File: src/rtl/core/urfp_pkg.sv
// ----------------------------------------------------------------------------
// urfp_pkg
// Shared constants, types and pointer helpers for the receive FIFO
// packetizer.
// ----------------------------------------------------------------------------
`default_nettype none

package urfp_pkg;

  localparam int RING_DEPTH = 128;
  localparam int MAX_PACKET = 64;
  localparam int PTR_W      = $clog2(RING_DEPTH);
  localparam int LEN_W      = 7;
  localparam int BYTE_W     = 8;

  typedef logic [PTR_W-1:0] ptr_t;
  typedef logic [PTR_W:0]   ptr_ext_t;
  typedef logic [LEN_W-1:0] len_t;
  typedef logic [BYTE_W-1:0] byte_t;

  localparam ptr_ext_t DEPTH_EXT = ptr_ext_t'(RING_DEPTH);
  localparam ptr_ext_t MAX_EXT   = ptr_ext_t'(MAX_PACKET);

  typedef struct packed {
    logic store;
    logic flush;
    logic load;
    logic commit;
    logic step;
  } cmd_t;

  typedef struct packed {
    logic full;
    logic empty;
    logic last_issue;
  } status_t;

  function automatic ptr_t ptr_inc(input ptr_t p);
    ptr_t res;
    if (p == ptr_t'(RING_DEPTH - 1)) begin
      res = '0;
    end else begin
      res = p + ptr_t'(1);
    end
    return res;
  endfunction

  function automatic ptr_t ptr_add(input ptr_t p, input len_t n);
    ptr_ext_t sum;
    sum = ptr_ext_t'(p) + ptr_ext_t'(n);
    if (sum >= DEPTH_EXT) begin
      sum = sum - DEPTH_EXT;
    end
    return sum[PTR_W-1:0];
  endfunction

endpackage

`default_nettype wire

File: src/rtl/core/urfp_ram.sv
// ----------------------------------------------------------------------------
// urfp_ram
// Generic single-write, single-read RAM with registered read data.
// ----------------------------------------------------------------------------
`default_nettype none

module urfp_ram #(
  parameter int WIDTH = 8,
  parameter int DEPTH = 128
) (
  input  wire logic                     clk,
  input  wire logic                     wr_en,
  input  wire logic [$clog2(DEPTH)-1:0] wr_addr,
  input  wire logic [WIDTH-1:0]         wr_data,
  input  wire logic [$clog2(DEPTH)-1:0] rd_addr,
  output logic      [WIDTH-1:0]         rd_data
);

  logic [WIDTH-1:0] mem [DEPTH];

  always_ff @(posedge clk) begin
    if (wr_en) begin
      mem[wr_addr] <= wr_data;
    end
    rd_data <= mem[rd_addr];
  end

endmodule

`default_nettype wire

File: src/rtl/core/urfp_dp.sv
// ----------------------------------------------------------------------------
// urfp_dp
// Datapath: ring pointers, ring memory, packet length and issue counter,
// and the result strobe pipeline.
// ----------------------------------------------------------------------------
`default_nettype none

module urfp_dp (
  input  wire logic              clk,
  input  wire logic              rst_n,
  input  wire urfp_pkg::cmd_t    cmd,
  output urfp_pkg::status_t      status,
  input  wire logic [7:0]        in_rx_byte,
  output logic                   out_valid,
  output logic [7:0]             out_packet_byte,
  output logic                   out_last_of_packet,
  output logic [6:0]             out_packet_length
);

  urfp_pkg::ptr_t     wp_r, wp_nxt;
  urfp_pkg::ptr_t     rp_r, rp_nxt;
  urfp_pkg::ptr_t     rd_addr_r, rd_addr_nxt;
  urfp_pkg::len_t     len_r, len_nxt;
  urfp_pkg::len_t     idx_r, idx_nxt;
  urfp_pkg::len_t     olen_r;
  logic               valid_r;
  logic               last_r;
  urfp_pkg::ptr_ext_t occ;
  urfp_pkg::len_t     pkt_len;

  always_comb begin
    if (wp_r >= rp_r) begin
      occ = urfp_pkg::ptr_ext_t'(wp_r) - urfp_pkg::ptr_ext_t'(rp_r);
    end else begin
      occ = urfp_pkg::ptr_ext_t'(wp_r) + urfp_pkg::DEPTH_EXT - urfp_pkg::ptr_ext_t'(rp_r);
    end
    if (occ > urfp_pkg::MAX_EXT) begin
      pkt_len = urfp_pkg::len_t'(urfp_pkg::MAX_PACKET);
    end else begin
      pkt_len = urfp_pkg::len_t'(occ);
    end
  end

  assign status.full       = (urfp_pkg::ptr_inc(wp_r) == rp_r);
  assign status.empty      = (wp_r == rp_r);
  assign status.last_issue = ((idx_r + urfp_pkg::len_t'(1)) == len_r);

  always_comb begin
    wp_nxt      = wp_r;
    rp_nxt      = rp_r;
    rd_addr_nxt = rd_addr_r;
    len_nxt     = len_r;
    idx_nxt     = idx_r;
    if (cmd.store) begin
      wp_nxt = urfp_pkg::ptr_inc(wp_r);
    end
    if (cmd.flush) begin
      rp_nxt = wp_r;
    end
    if (cmd.load) begin
      rd_addr_nxt = rp_r;
      len_nxt     = pkt_len;
      idx_nxt     = '0;
      if (cmd.commit) begin
        rp_nxt = urfp_pkg::ptr_add(rp_r, pkt_len);
      end
    end
    if (cmd.step) begin
      rd_addr_nxt = urfp_pkg::ptr_inc(rd_addr_r);
      idx_nxt     = idx_r + urfp_pkg::len_t'(1);
    end
  end

  always_ff @(posedge clk) begin
    if (!rst_n) begin
      wp_r    <= '0;
      rp_r    <= '0;
      valid_r <= 1'b0;
    end else begin
      wp_r    <= wp_nxt;
      rp_r    <= rp_nxt;
      valid_r <= cmd.step;
    end
    rd_addr_r <= rd_addr_nxt;
    len_r     <= len_nxt;
    idx_r     <= idx_nxt;
    last_r    <= cmd.step & status.last_issue;
    olen_r    <= len_r;
  end

  urfp_ram #(
    .WIDTH (urfp_pkg::BYTE_W),
    .DEPTH (urfp_pkg::RING_DEPTH)
  ) u_ring (
    .clk     (clk),
    .wr_en   (cmd.store),
    .wr_addr (wp_r),
    .wr_data (in_rx_byte),
    .rd_addr (cmd.step ? rd_addr_r : rp_r),
    .rd_data (out_packet_byte)
  );

  assign out_valid          = valid_r;
  assign out_last_of_packet = last_r;
  assign out_packet_length  = olen_r;

  a_step_strobe : assert property (@(posedge clk) disable iff (!rst_n)
    cmd.step |=> valid_r)
    else $error("issued read did not produce a result strobe");

  a_store_nonempty : assert property (@(posedge clk) disable iff (!rst_n)
    cmd.store |=> (wp_r != rp_r))
    else $error("ring empty right after a store");

  a_flush_empty : assert property (@(posedge clk) disable iff (!rst_n)
    cmd.flush |=> (wp_r == rp_r))
    else $error("ring not empty after a flush");

  a_last_valid : assert property (@(posedge clk) disable iff (!rst_n)
    last_r |-> valid_r)
    else $error("last marker without result strobe");

endmodule

`default_nettype wire

File: src/rtl/core/urfp_ctrl.sv
// ----------------------------------------------------------------------------
// urfp_ctrl
// Controller: decodes accepted transactions into datapath commands and
// sequences the packet read-out.
// ----------------------------------------------------------------------------
`default_nettype none

module urfp_ctrl (
  input  wire logic              clk,
  input  wire logic              rst_n,
  input  wire logic              start,
  input  wire logic              in_req_type,
  input  wire logic              in_rx_error,
  input  wire logic              in_usb_configured,
  input  wire logic              in_sink_accepts,
  input  wire urfp_pkg::status_t status,
  output urfp_pkg::cmd_t         cmd,
  output logic                   busy
);

  typedef enum logic {
    ST_IDLE,
    ST_SEND
  } state_t;

  state_t state_r, state_nxt;
  logic   busy_r, busy_nxt;
  logic   accept;

  assign accept = start & ~busy_r;

  always_comb begin
    cmd.store  = accept & ~in_req_type & ~in_rx_error & ~status.full;
    cmd.flush  = accept & in_req_type & ~in_usb_configured;
    cmd.load   = accept & in_req_type & in_usb_configured & ~status.empty;
    cmd.commit = cmd.load & in_sink_accepts;
    cmd.step   = (state_r == ST_SEND);
  end

  always_comb begin
    state_nxt = state_r;
    busy_nxt  = busy_r;
    unique case (state_r)
      ST_IDLE: begin
        if (cmd.load) begin
          state_nxt = ST_SEND;
          busy_nxt  = 1'b1;
        end
      end
      ST_SEND: begin
        if (status.last_issue) begin
          state_nxt = ST_IDLE;
          busy_nxt  = 1'b0;
        end
      end
      default: begin
        state_nxt = ST_IDLE;
        busy_nxt  = 1'b0;
      end
    endcase
  end

  always_ff @(posedge clk) begin
    if (!rst_n) begin
      state_r <= ST_IDLE;
      busy_r  <= 1'b0;
    end else begin
      state_r <= state_nxt;
      busy_r  <= busy_nxt;
    end
  end

  assign busy = busy_r;

  a_load_busy : assert property (@(posedge clk) disable iff (!rst_n)
    cmd.load |=> busy_r)
    else $error("packet load did not raise busy");

  a_last_release : assert property (@(posedge clk) disable iff (!rst_n)
    (state_r == ST_SEND && status.last_issue) |=> !busy_r)
    else $error("busy held past the last byte");

endmodule

`default_nettype wire

File: src/rtl/core/uart_rx_fifo_packetizer.sv
// ----------------------------------------------------------------------------
// uart_rx_fifo_packetizer
// Ring FIFO between a serial receiver and a packet sink; a drain emits up to
// MAX_PACKET queued bytes as one packet.
// ----------------------------------------------------------------------------
// Receive and flush transactions leave busy low.
// A drain holds busy while its bytes are read, one ring read per cycle.
// The first result strobe of a drain passes the state register and the valid register, then one per cycle.
// Results cannot be stalled; out_valid marks each result byte for a single cycle.
// Synchronous active-low reset empties the ring; ring contents are not cleared.
// ----------------------------------------------------------------------------
`default_nettype none

module uart_rx_fifo_packetizer (
  input  wire logic       clk,
  input  wire logic       rst_n,
  input  wire logic       start,
  output logic            busy,
  input  wire logic       in_req_type,
  input  wire logic [7:0] in_rx_byte,
  input  wire logic       in_rx_error,
  input  wire logic       in_usb_configured,
  input  wire logic       in_sink_accepts,
  output logic            out_valid,
  output logic [7:0]      out_packet_byte,
  output logic            out_last_of_packet,
  output logic [6:0]      out_packet_length
);

  urfp_pkg::cmd_t    cmd;
  urfp_pkg::status_t status;

  urfp_ctrl u_ctrl (
    .clk               (clk),
    .rst_n             (rst_n),
    .start             (start),
    .in_req_type       (in_req_type),
    .in_rx_error       (in_rx_error),
    .in_usb_configured (in_usb_configured),
    .in_sink_accepts   (in_sink_accepts),
    .status            (status),
    .cmd               (cmd),
    .busy              (busy)
  );

  urfp_dp u_dp (
    .clk                (clk),
    .rst_n              (rst_n),
    .cmd                (cmd),
    .status             (status),
    .in_rx_byte         (in_rx_byte),
    .out_valid          (out_valid),
    .out_packet_byte    (out_packet_byte),
    .out_last_of_packet (out_last_of_packet),
    .out_packet_length  (out_packet_length)
  );

endmodule

`default_nettype wire
File: config.mk
export PLATFORM = sky130hd
export DESIGN_NAME = uart_rx_fifo_packetizer
export DESIGN_NICKNAME = d
export VERILOG_FILES = /design/src/rtl/core/urfp_pkg.sv /design/src/rtl/core/urfp_ram.sv /design/src/rtl/core/urfp_dp.sv /design/src/rtl/core/urfp_ctrl.sv /design/src/rtl/core/uart_rx_fifo_packetizer.sv
export SDC_FILE = /design/constraint.sdc
export NUM_CORES = 1
export LEC_CHECK = 0
export BUFFER_PORTS_ARGS = -buffer_cell sky130_fd_sc_hd__buf_2
export CORE_MARGIN = 1
export CORE_UTILIZATION = 40
export DETAILED_ROUTE_END_ITERATION = 8
export PLACE_DENSITY_LB_ADDON = 0.12
export SETUP_SLACK_MARGIN = 0.15
export SYNTH_ARGS = -nofsm -noshare
export SYNTH_HDL_FRONTEND = slang
export SYNTH_HIERARCHICAL = 1
export SYNTH_SLANG_ARGS = --single-unit
File: constraint.sdc
create_clock -name clk -period 3.8 [get_ports clk]
set_input_delay 0.57 -clock clk [delete_from_list [all_inputs] [get_ports clk]]
set_output_delay 0.57 -clock clk [all_outputs]
set_load 0.03 [all_outputs]
==> key figures <==
Layout
  • Fillcell total: 8613
  • Signed area change from the synthesized netlist to the final layout: 15.6%
  • Net total in the final layout: 2157
  • Fraction of final layout cells with drive strength greater than 1: 34.6%
  • Core Util, Final: 46.8%
  • Area used by multi-input combinational logic: 10600 um^2
  • Area occupied by registers: 32000 um^2

CTS
  • CTS root buffer: clkbuf_16
  • Number of buffers inserted for hold repair after clock tree synthesis: 0
  • CTS max path bufs: 3
  • CTS H-tree lvls: 3
  • Number of clock sinks: 1078
  • Clock transition at path regs: 0.06 ns
  • CTS tree: done
  • Worst skew pair latency: 0.71 ns
  • Cts bufs inserted: 110

Critical path
  • Crit path kind: flip-flop to flip-flop
  • Max stage delay cell, worst path: or4b_4
  • Slowest stage delay, CP: 0.60 ns
  • Category of the worst setup path capture point: flip-flop
  • Data arrival time of the worst path: 4.32 ns
  • Highest fanout seen on the critical path: 4
  • Required time reported for the critical path endpoint: 4.42 ns
  • Category of cells accounting for the largest share of critical-path delay: simple AND/OR/NAND/NOR gates
  • Startpoint type of the worst setup path: flip-flop
  • Bufs and invs on worst path: 3
  • Cell depth of the worst flop-to-flop path: 17
  • Levels on crit path: 17
  • Critical Path, Cell by Cell: buf_6 > inv_4 > ha_4 > inv_2 > fa_2 > a211o_1 > and3_1 > or3_4 > a21o_4 > nor2_4 > ha_4 > fa_2 > a211oi_4 > or4b_4 > nand3_4 > a2111oi_4 > a211oi_2

Floorplan
  • Die height: 329 um
  • Initial Util: 40.5%
  • Area of the placeable core: 106000 um^2
  • Die Wd: 329 um
  • FP Rows: 119
  • Die area: 108000 um^2
  • IO Count: 33

Global route
  • Global route overflow: 0
  • Grt met3 use: 3.98%
  • Global routing's busiest layer: met2
  • Global-route wire length before repair: 147000 um
  • GRT Total Usage: 19.1%
  • Met1 track demand over resource in global routing: 26.5%
  • Initial antenna violation count: 11
  • Met2 GRT Util: 30.3%
  • Number of global-route vias before repair: 20800
  • Largest net degree at the start of global routing: 99

Placement
  • Total half-perimeter wirelength after legalization and detailed placement: 64100 um
  • Count of input and output buffers: 32
  • Worst slack after detailed placement: 0.0519 ns
  • Last weighted congestion value of the routability-driven placer: 0.808

Detailed routing
  • Detailed-route via count: 20100
  • Detailed-route DRC error count: 0
  • Overall routed net length: 102000 um
  • Via-to-Cell Ratio: 5.58
  • Number of routed nets with antenna violations: 0
  • Final routed wire length divided by cell count: 28.1 um
  • Violation count after the first detailed-routing iteration: 1779
  • Number of search-and-repair iterations in the first detailed-routing pass: 5

Synth
  • Async set or reset register ratio after synthesis: 0%
  • Number of distinct library cell variants in the gate-level netlist after synthesis: 63
  • Number of nets produced by synthesis: 2001
  • Number of synthesis warnings: 6
  • Most area-hungry cell type in the Yosys netlist: edfxtp_1
  • Post-synth EDFFs: 1045
  • Commonest register cell after synthesis: edfxtp_1
  • Share of the synthesized area in the top cell type: 73.5%
  • Average cell area after synthesis: 21.7 um^2
  • Area of the mapped netlist: 42700 um^2
  • Yosys reg bits: 1078
  • Cell count after synthesis: 1968
  • Most area-consuming cells after synthesis: edfxtp_1 (73%), mux4_2 (18%), dfxtp_1 (1.5%)
  • Register area share after synthesis: 75.0%

Pwr
  • Worst voltage drop across the vdd grid: 0.000382 V
  • Static power due to leakage: 14.9 nW
  • Pwr Density: 496 nW/um^2

Worst hold path
  • Worst hold-check path type: primary input to flip-flop
  • Cell depth of the worst hold path: 3

Timing
  • Worst Setup Slack, final: 0.0940 ns
  • Max-slew violation count: 0
  • Setup repair after global routing missed its margin: yes
  • Maximum clock frequency: 270 MHz
  • Slew at the pin closest to its max-slew limit: 1.14 ns
  • Max Clock Skew: 0.0316 ns
  • Final clock period utilization by the worst path: 97.5%
  • Headroom to the max-slew limit: 23.8%
  • Worst hold slack across all endpoints: 0.246 ns
  • Final setup violation count: 0
  • Final min period: 3.71 ns
  • Final hold violation count: 0

Run
  • Total of max-cap violations: 0

Run status
  • Status: completed
-- power by group --
part / total [W] / switching, W / internal, W
logic: 0.000595 / 0.000400 / 0.000194
registers: 0.0131 / 0.0000134 / 0.0130
clock network: 0.0108 / 0.00450 / 0.00634
total: 0.0245 / 0.00491 / 0.0196
-- Yosys cell counts (4+ instances only) --
cell type     n
a21oi_1      12
a211oi_1      4
ha_1         16
nand2b_1      9
xnor2_1      20
buf_1        18
nand3b_1      4
mux2_2        8
nor3_1       14
mux4_2      336
clkbuf_1     54
edfxtp_1   1045
nor2b_1      14
a21o_1        4
o21ai_0      21
buf_2        17
dfxtp_1      33
o211ai_1      5
nor2_1      138
and2_1       10
nor3b_1       8
inv_1        16
buf_4        12
nand2_1      46
xor2_1       12
nand4_1       6
nand3_1      29
and3_1        5
-- cell usage in the layout, fill, tap and decap left out, drive strengths merged, types with 16 or more instances in the layout --
master / instances
ha: 16
xnor2: 20
buf: 146
o21ai: 22
edfxtp: 1045
nand2: 46
clkbuf: 136
nor2: 138
mux4: 336
inv: 23
dfxtp: 33
clkinv: 41
nand3: 29
-- layer usage --
metal | up-vias | wire length [um] | part of all wire (%)
met5 | - | 36 | 0.035
met4 | 6 | 2500 | 2.5
met3 | 161 | 6030 | 5.9
met2 | 555 | 48800 | 48
met1 | 10900 | 44200 | 44
li1 | 8562 | - | -
-- area by class of cell --
type	count	area share, %
repair buffers	146	2.74
inverters	17	0.134
diodes	1	0.00507
well taps	1391	3.52
clock buffers	136	5.83
flip-flops and latches	1078	64.9
multi-input cells	771	21.4
clock inverters	67	1.51
-- cells by family after synthesis --
logic type      Yosys count  share of synthesized area, %
xor+xnor                 32                         0.656
compound gates           71                          1.15
simple gates            303                          3.40
fa+ha+maj                18                         0.562
mux                     347                          18.0
flops                  1078                          75.0
buf+inv                 119                          1.22
-- state kept, by name, summed over array words and instances (netlist names) --
signal,flops
u_ctrl/busy,1
u_dp/idx_r,7
u_dp/wp_r,7
u_dp/len_r,7
u_dp/u_ring/mem,1024
u_dp/out_packet_length,7
u_dp/out_last_of_packet,1
u_dp/out_valid,1
u_dp/rd_addr_r,7
u_ctrl/state_r,1
u_dp/u_ring/rd_data,8
u_dp/rp_r,7
-- through the flow --
step           instances  cell area (um^2)  setup TNS, ns  total power (W)
2_1_floorplan       1968             42700              0           0.0135
3_3_place_gp        3395             45300              0           0.0139
3_5_place_dp        3395             45300              0           0.0139
4_1_cts             3600             49000              0           0.0247
5_1_grt             3606             49400        -0.0133           0.0252
6_report            3607             49400              0           0.0245
-- what timing repair did --
item / in CTS / in global routing
pin swaps: 5 / 15
gates resized for setup: 7 / 102
setup buffers: 2 / 6
endpoints found under the setup margin: 1 / 710
-- worst register-to-register path: stages, from the launching register on --
cell and delay, ns:
dfxtp_2 0.34, buf_6 0.12, inv_4 0.05, ha_4 0.12, inv_2 0.04, fa_2 0.38
a211o_1 0.33, and3_1 0.16, or3_4 0.34, a21o_4 0.22, nor2_4 0.14, ha_4 0.15
fa_2 0.23, a211oi_4 0.08, or4b_4 0.60, nand3_4 0.11, a2111oi_4 0.04, a211oi_2 0.19
-- worst paths after layout --
check / startpoint / slack [ns] / endpoint
max: u_dp/wp_r[0]$_SDFFE_PN0P_ / 0.09 / u_dp/rp_r[6]$_SDFF_PN0_
min: start / 0.25 / u_ctrl/state_r$_SDFF_PN0_
max reg2reg: u_dp/wp_r[0]$_SDFFE_PN0P_ / 0.09 / u_dp/rp_r[6]$_SDFF_PN0_
min reg2reg: u_dp/len_r[6]$_DFFE_PP_ / 0.41 / u_dp/out_packet_length[6]$_DFF_P_
(Power assumes the default switching activity.)
